## src/hdl/qrs_onset_end_locator_assert.svh

```systemverilog
// Assertion macros for the QRS onset and end locator.
// Included by the top level; depends on nothing else.
`ifndef QRS_ONSET_END_LOCATOR_ASSERT_SVH
`define QRS_ONSET_END_LOCATOR_ASSERT_SVH

// The consequent must hold in the same cycle as the antecedent.
`define QOL_ASSERT_IMPLY(lbl, clk, rstn, ante, cons, msg) \
	lbl: assert property (@(posedge clk) disable iff (!rstn) (ante) |-> (cons)) \
		else $error(msg);

// The consequent must hold in the cycle after the antecedent.
`define QOL_ASSERT_NEXT(lbl, clk, rstn, ante, cons, msg) \
	lbl: assert property (@(posedge clk) disable iff (!rstn) (ante) |=> (cons)) \
		else $error(msg);

`endif

```

## src/hdl/qol_pkg.sv

```systemverilog
// Package for the QRS onset and end locator: command codes and transaction types.
// Depends on nothing; used by the sequencer and the top level.
`timescale 1ns / 1ps

package qol_pkg;

	localparam logic [1:0] OP_LOAD_SAMPLE = 2'd0;
	localparam logic [1:0] OP_LOAD_PEAK   = 2'd1;
	localparam logic [1:0] OP_RUN         = 2'd2;
	localparam logic [1:0] OP_CLEAR       = 2'd3;

	typedef struct packed {
		logic [1:0]         opcode;
		logic signed [15:0] sample_value;
		logic [11:0]        peak_position;
	} cmd_t;

	typedef struct packed {
		logic [5:0]  beat_index;
		logic [11:0] onset_pos;
		logic [11:0] qrs_end;
		logic        polarity_inverted;
		logic        last_beat;
	} result_t;

endpackage

```

## src/hdl/qol_seq.sv

```systemverilog
// Run sequencer: polarity decision, then onset and end walks for each stored beat.
// Depends on qol_pkg; reads both stores through their registered read ports.
`timescale 1ns / 1ps

module qol_seq #(
	parameter int SAMPLE_DEPTH = 4096,
	parameter int MAX_PEAKS = 64,
	parameter int SAMPLE_BITS = 16,
	localparam int SI = $clog2(SAMPLE_DEPTH),
	localparam int SC = $clog2(SAMPLE_DEPTH + 1),
	localparam int PI = (MAX_PEAKS > 1) ? $clog2(MAX_PEAKS) : 1,
	localparam int PCW = $clog2(MAX_PEAKS + 1)
) (
	input  logic                   clk,
	input  logic                   arst_n,
	input  logic                   run,
	input  logic [SC-1:0]          sample_count,
	input  logic [PCW-1:0]         peak_count,
	output logic [SI-1:0]          s_raddr,
	input  logic [SAMPLE_BITS-1:0] s_rdata,
	output logic [PI-1:0]          p_raddr,
	input  logic [11:0]            p_rdata,
	output logic                   busy,
	output logic                   strobe,
	output qol_pkg::result_t       result
);

	import qol_pkg::*;

	localparam int SB = SAMPLE_BITS;
	localparam int PW = (SC > 12) ? SC : 12;

	localparam logic [3:0] ST_IDLE     = 4'd0;
	localparam logic [3:0] ST_POL0     = 4'd1;
	localparam logic [3:0] ST_POL1     = 4'd2;
	localparam logic [3:0] ST_POL2     = 4'd3;
	localparam logic [3:0] ST_POL3     = 4'd4;
	localparam logic [3:0] ST_PEAK     = 4'd5;
	localparam logic [3:0] ST_CLAMP    = 4'd6;
	localparam logic [3:0] ST_ON_FIRST = 4'd7;
	localparam logic [3:0] ST_ON       = 4'd8;
	localparam logic [3:0] ST_EN_FIRST = 4'd9;
	localparam logic [3:0] ST_EN       = 4'd10;
	localparam logic [3:0] ST_EMPTY    = 4'd11;

	logic [3:0]    state_q;
	logic [PI-1:0] k_q;
	logic          inv_q;
	logic [SI-1:0] p_q;
	logic [SI-1:0] j_q;
	logic [SI-1:0] s_ra_q;
	logic [SI-1:0] onset_q;
	logic [SB-1:0] a_q;
	logic          dec_q;
	logic          minr_q;
	result_t       result_q;
	logic          strobe_q;

	logic [SC-1:0] last_w;
	logic [SI-1:0] last_c;
	logic [PW-1:0] pos_ext;
	logic [PW-1:0] cnt_ext;
	logic [SI-1:0] clamp_c;
	logic signed [SB-1:0] av;
	logic signed [SB-1:0] sd;
	logic          gt;
	logic          lt;
	logic          dec_n;
	logic          minr_n;
	logic          stop;
	logic [SB:0]   sum_c;
	logic          last_beat_c;
	logic          on_done;
	logic          en_done;
	logic [SI-1:0] on_val;
	logic [SI-1:0] en_val;

	function automatic logic [11:0] to12(input logic [SI-1:0] idx);
		logic [SI+11:0] wide;
		wide = (SI + 12)'(idx);
		return wide[11:0];
	endfunction

	function automatic logic [5:0] to6(input logic [PI-1:0] idx);
		logic [PI+5:0] wide;
		wide = (PI + 6)'(idx);
		return wide[5:0];
	endfunction

	assign last_w  = sample_count - SC'(1);
	assign last_c  = last_w[SI-1:0];
	assign pos_ext = PW'(p_rdata);
	assign cnt_ext = PW'(sample_count);
	assign clamp_c = (pos_ext >= cnt_ext) ? last_c : pos_ext[SI-1:0];

	// Inversion swaps the comparison rather than negating the samples.
	assign av     = $signed(a_q);
	assign sd     = $signed(s_rdata);
	assign gt     = inv_q ? (av < sd) : (av > sd);
	assign lt     = inv_q ? (av > sd) : (av < sd);
	assign dec_n  = dec_q | gt;
	assign minr_n = minr_q | (lt & dec_q);
	assign stop   = minr_n & dec_n & gt;

	assign sum_c = {a_q[SB-1], a_q} + {s_rdata[SB-1], s_rdata};
	assign last_beat_c = ((PCW'(k_q) + PCW'(1)) == peak_count);

	// A turning point found on the very last step of a walk does not count.
	assign on_done = stop || (j_q == SI'(1));
	assign on_val  = (stop && (j_q != SI'(1))) ? j_q : '0;
	assign en_done = stop || ((j_q + SI'(1)) == last_c);
	assign en_val  = (stop && ((j_q + SI'(1)) != last_c)) ? j_q : last_c;

	always_comb begin
		s_raddr = s_ra_q;
		p_raddr = k_q;
		unique case (state_q)
			ST_POL0: begin
				p_raddr = '0;
			end
			ST_POL1: begin
				s_raddr = clamp_c;
				p_raddr = PI'(1);
			end
			ST_POL2: begin
				s_raddr = clamp_c;
			end
			ST_CLAMP: begin
				s_raddr = clamp_c;
			end
			ST_ON_FIRST: begin
				s_raddr = p_q - SI'(1);
			end
			ST_ON: begin
				if (on_done) begin
					s_raddr = p_q;
				end else begin
					s_raddr = (s_ra_q == '0) ? '0 : s_ra_q - SI'(1);
				end
			end
			ST_EN_FIRST: begin
				s_raddr = p_q + SI'(1);
			end
			ST_EN: begin
				s_raddr = (s_ra_q == last_c) ? last_c : s_ra_q + SI'(1);
			end
			default: begin
				s_raddr = s_ra_q;
			end
		endcase
	end

	always_ff @(posedge clk) begin
		s_ra_q <= s_raddr;
	end

	always_ff @(posedge clk or negedge arst_n) begin
		if (!arst_n) begin
			state_q  <= ST_IDLE;
			k_q      <= '0;
			inv_q    <= 1'b0;
			strobe_q <= 1'b0;
		end else begin
			strobe_q <= 1'b0;
			unique case (state_q)
				ST_IDLE: begin
					k_q   <= '0;
					inv_q <= 1'b0;
					if (run && (peak_count != '0)) begin
						state_q <= (sample_count == '0) ? ST_EMPTY : ST_POL0;
					end
				end
				ST_POL0: begin
					state_q <= ST_POL1;
				end
				ST_POL1: begin
					state_q <= ST_POL2;
				end
				ST_POL2: begin
					if (peak_count > PCW'(1)) begin
						state_q <= ST_POL3;
					end else begin
						inv_q   <= s_rdata[SB-1];
						state_q <= ST_PEAK;
					end
				end
				ST_POL3: begin
					inv_q   <= sum_c[SB];
					state_q <= ST_PEAK;
				end
				ST_PEAK: begin
					state_q <= ST_CLAMP;
				end
				ST_CLAMP: begin
					if (clamp_c != '0) begin
						state_q <= ST_ON_FIRST;
					end else if (clamp_c != last_c) begin
						state_q <= ST_EN_FIRST;
					end else begin
						strobe_q <= 1'b1;
						state_q  <= last_beat_c ? ST_IDLE : ST_PEAK;
						k_q      <= k_q + PI'(1);
					end
				end
				ST_ON_FIRST: begin
					state_q <= ST_ON;
				end
				ST_ON: begin
					if (on_done) begin
						if (p_q != last_c) begin
							state_q <= ST_EN_FIRST;
						end else begin
							strobe_q <= 1'b1;
							state_q  <= last_beat_c ? ST_IDLE : ST_PEAK;
							k_q      <= k_q + PI'(1);
						end
					end
				end
				ST_EN_FIRST: begin
					state_q <= ST_EN;
				end
				ST_EN: begin
					if (en_done) begin
						strobe_q <= 1'b1;
						state_q  <= last_beat_c ? ST_IDLE : ST_PEAK;
						k_q      <= k_q + PI'(1);
					end
				end
				ST_EMPTY: begin
					strobe_q <= 1'b1;
					state_q  <= last_beat_c ? ST_IDLE : ST_EMPTY;
					k_q      <= k_q + PI'(1);
				end
				default: begin
					state_q <= ST_IDLE;
				end
			endcase
		end
	end

	// Walk registers and the result word carry no reset.
	always_ff @(posedge clk) begin
		unique case (state_q)
			ST_POL2: begin
				a_q <= s_rdata;
			end
			ST_CLAMP: begin
				p_q     <= clamp_c;
				onset_q <= '0;
				result_q.beat_index        <= to6(k_q);
				result_q.onset_pos         <= '0;
				result_q.qrs_end           <= to12(last_c);
				result_q.polarity_inverted <= inv_q;
				result_q.last_beat         <= last_beat_c;
			end
			ST_ON_FIRST, ST_EN_FIRST: begin
				a_q    <= s_rdata;
				j_q    <= p_q;
				dec_q  <= 1'b0;
				minr_q <= 1'b0;
			end
			ST_ON: begin
				a_q    <= s_rdata;
				j_q    <= j_q - SI'(1);
				dec_q  <= dec_n;
				minr_q <= minr_n;
				if (on_done) begin
					onset_q <= on_val;
					result_q.beat_index        <= to6(k_q);
					result_q.onset_pos         <= to12(on_val);
					result_q.qrs_end           <= to12(last_c);
					result_q.polarity_inverted <= inv_q;
					result_q.last_beat         <= last_beat_c;
				end
			end
			ST_EN: begin
				a_q    <= s_rdata;
				j_q    <= j_q + SI'(1);
				dec_q  <= dec_n;
				minr_q <= minr_n;
				if (en_done) begin
					result_q.beat_index        <= to6(k_q);
					result_q.onset_pos         <= to12(onset_q);
					result_q.qrs_end           <= to12(en_val);
					result_q.polarity_inverted <= inv_q;
					result_q.last_beat         <= last_beat_c;
				end
			end
			ST_EMPTY: begin
				result_q.beat_index        <= to6(k_q);
				result_q.onset_pos         <= '0;
				result_q.qrs_end           <= '0;
				result_q.polarity_inverted <= 1'b0;
				result_q.last_beat         <= last_beat_c;
			end
			default: begin
				a_q <= a_q;
			end
		endcase
	end

	assign busy   = (state_q != ST_IDLE);
	assign strobe = strobe_q;
	assign result = result_q;

endmodule
```

## config.mk

```make
export PLATFORM = sky130hd
export DESIGN_NAME = qol_seq
export DESIGN_NICKNAME = d
export VERILOG_FILES = /design/src/hdl/qrs_onset_end_locator_assert.svh /design/src/hdl/qol_pkg.sv /design/src/hdl/qol_seq.sv
export SDC_FILE = /design/constraint.sdc
export NUM_CORES = 1
export LEC_CHECK = 0
export BUFFER_PORTS_ARGS = -buffer_cell sky130_fd_sc_hd__buf_2
export CORE_ASPECT_RATIO = 1.75
export CORE_MARGIN = 1
export CORE_UTILIZATION = 30
export CTS_BUF_LIST = sky130_fd_sc_hd__clkbuf_2
export CTS_CLUSTER_DIAMETER = 120
export DETAILED_ROUTE_END_ITERATION = 12
export PLACE_DENSITY = 0.49
export REMOVE_ABC_BUFFERS = 1
export SYNTH_ARGS = -nofsm -noshare
export SYNTH_HDL_FRONTEND = slang
export SYNTH_SLANG_ARGS = --single-unit
```

## constraint.sdc

```tcl
create_clock -name clk -period 6 [get_ports clk]
set_input_delay 1.2 -clock clk [delete_from_list [all_inputs] [get_ports clk]]
set_output_delay 1.2 -clock clk [all_outputs]
set_load 0.02 [all_outputs]
```

==> impl_metrics.ini <==
[outcome]
status = finished clean

[clock_network]
cts_buffers = 9
cts_tree = done
cts.sinks = 110
cts_root_buf = clkbuf_2
clk_latency_ns = 0.79
ctsHtreeMaxLevel = 3
clockBufferDepth = 2
clk_pin_slew_worst_paths_ns = 0.36

[setup_path]
cp_data_required_time_ns = 4.80
worst-endpoint-arrival_ns = 4.46
slowest_delay_ns = 0.70
crit_type = in -> out
worst-path-max-fanout = 5
startpoint_type = input port
slowest_stage = or4b_2
end_kind = output port
critical_path.cell_chain = buf_2 > inv_1 > ha_1 > xor3_1 > nor3_1 > nand3_1 > or4b_2 > nor3_1 > mux2_2 > o21ai_0 > a311oi_1 > o22ai_1 > buf_2

[power]
ir_drop_v = 0.000293
power_per_cell_area_mw_per_mm2 = 397
power_leakage_nw = 4.46

[global_routing]
grt_pass1_wl_microns = 46300
track_usage_pct = 20.0
antenna_found_initial = 1
grt_pass1_vias = 7809
grt_start_max_net_pins = 33
grt_overflow = 0

[drt]
dr_total_vias = 7783
wl_per_cell_microns = 20.9
viasPerCell = 5.31
drt_wl_total_microns = 30600
detail-route-antenna-nets = 0
drc_errors = 0
dr.pass1.iters = 6
drtIter0Drc = 351

[min_path]
hp-class = in -> async

[sta]
fin_crit_sh_pct = 94.3
timing.final.crit_period_ns = 5.66
hold_viol = 0
max_freq_mhz = 177
final-setup-viol-count = 0
finalSetupTns_ns = 0
relSlewSlack_pct = 39.7
fin_ws_ns = 0.343
drv_slew = 0
worstMarginPinSlew_ns = 0.901
rsz0062_at_grt = no
finClkSkew_ns = 0.0572

[floorplan]
fp.dieH_microns = 234
design.core.area_sq_mm = 0.0301
start_util_pct = 30.6
fp.dieW_microns = 134
io_pins = 103
die_area_sq_mm = 0.0314
num_rows = 84

[yosys]
synth.avg_cell_area_sq_um = 9.37
ys_seq_elements = 110
syn-cell-area_sq_mm = 0.00919
ys_seq_area_share_pct = 34.0
ys_warn_count = 0
async_flop_share_pct = 10.9
postSynthCellCount = 981
synth-edff-count = 86
ys_types = 84
ys.flop_type = edfxtp_1

[cells_and_area]
drive_above_1_share_pct = 17.3
area_delta_synth_final_pct = 12.9
layout.nets = 1187
fill_cells = 3196

[placed_design]
pre_cts_ws_ns = 0.391
dp_hpwl_microns = 24600
finalWeightedCongestion = 0.902
portBuffers = 102

[job]
drv_cap = 0
-- kinds of logic (layout without fill, tap and decap cells) --
family	Yosys count	in the layout	share of synthesized area [%]
flip-flops	110	110	34.0
adder cells (fa/ha/maj)	62	62	8.52
XOR/XNOR	114	114	14.4
buffers and inverters	130	228	5.66
multiplexers	23	23	2.57
AO/OA/AOI/OAI	217	217	16.6
other	0	1	0
AND/OR/NAND/NOR	325	325	18.3
-- stage by stage --
| step | std cells | util, % | power, mW | hold slack [ns] | area, sq um |
|---|---|---|---|---|---|
| floorplan | 927 | - | 2.88 | 0.448 | 8960 |
| global placement | 1450 | 34.0 | 3.70 | 0.474 | 10200 |
| detailed placement | 1450 | 34.0 | 3.71 | 0.478 | 10200 |
| CTS | 1466 | 34.5 | 4.14 | 0.139 | 10400 |
| global route | 1467 | 34.5 | 4.41 | 0.181 | 10400 |
| finish | 1467 | 34.5 | 4.11 | 0.224 | 10400 |
-- state kept, by name (all words and copies together) (netlist names) --
register,count
minr_q,1
s_ra_q,12
state_q,4
p_q,12
onset_q,12
result,32
j_q,12
inv_q,1
strobe,1
k_q,6
dec_q,1
a_q,16
-- final cells by class --
class                   count  area, sq um  share of cell area, %
clock buffers               9         45.0                  0.434
multi-input cells         741         5560                   53.6
diodes                      1         2.50                 0.0241
clock inverters             7         90.1                  0.869
inverters                  76          285                   2.75
well taps                 387          484                   4.67
flip-flops and latches    110         3120                   30.1
repair buffers            136          778                   7.50
-- synth_stat cells, types with 8 or more instances --
cell type	n	area, sq um
a21o_1	16	120
a21oi_1	49	245
a311oi_1	10	87.6
and2_1	11	68.8
and3_1	15	93.8
clkbuf_1	42	158
dfrtp_1	12	300
dfxtp_1	12	240
edfxtp_1	86	2580
ha_1	61	763
inv_1	75	282
mux2i_1	18	180
nand2_1	77	289
nand2b_1	11	68.8
nand3_1	27	135
nand4_1	10	62.6
nor2_1	82	308
nor3_1	26	130
nor4_1	17	106
o21ai_0	52	260
o22ai_1	8	50.1
or3_1	10	62.6
xnor2_1	61	534
xnor3_1	21	473
xor2_1	28	245
-- critical path, delay by kind of cell --
| kind | cells | cell delay (ns) |
|---|---|---|
| compound gates | 3 | 0.60 |
| xor+xnor | 1 | 0.19 |
| fa+ha+maj | 1 | 0.24 |
| buf+inv | 3 | 0.54 |
| mux | 1 | 0.36 |
| simple gates | 4 | 1.31 |
-- where the power goes --
group | switching (mW) | internal [mW] | leakage, nW
clock network | 0.313 | 0.108 | 0.0791
logic | 1.43 | 0.878 | 3.33
registers | 0.267 | 1.12 | 1.05
total | 2.01 | 2.11 | 4.46
-- final timing paths --
path	from	endpoint	slack, ns	depth (start not counted)
worst max-delay path	sample_count[0]	s_raddr[11]	0.34	13
worst max register to register	a_q[7]$_DFFE_PP_	result[2]$_DFFE_PP_	2.31	10
max in group asynchronous	arst_n	state_q[3]$_DFFE_PN0P_	5.49	1
min in group clk	k_q[5]$_DFFE_PN0P_	result[31]$_DFFE_PP_	0.53	0
worst min-delay path	arst_n	inv_q$_DFFE_PN0P_	0.22	1
worst min register to register	k_q[5]$_DFFE_PN0P_	result[31]$_DFFE_PP_	0.53	0
-- cells in the final DEF, fill, tap and decap left out, types with 16 or more instances in the layout --
cell      count
buf_4        33
buf_2       102
xnor3_1      21
a21oi_1      49
a21o_1       16
nand2_1      76
nor3_1       26
nor4_1       17
nor2_1       81
xor2_1       28
mux2i_1      18
ha_1         61
edfxtp_1     86
nand3_1      27
inv_1        75
xnor2_1      61
o21ai_0      51
-- per-layer routing --
| layer | track usage (%) | part of all wire [%] |
|---|---|---|
| met1 | 19.8 | 36 |
| met2 | 38.2 | 54 |
| met3 | 3.30 | 4.0 |
| met4 | 12.3 | 6.1 |
| met5 | 0 | 0 |
-- timing repair --
action | 4_1_cts | 5_1_grt
buffers inserted | 0 | 0
hold buffers | 0 | 0
gates cloned | 0 | 0
endpoints found under the setup margin | 1 | 1
resized for setup | 2 | 2
Power figures use the tool's default switching activity.
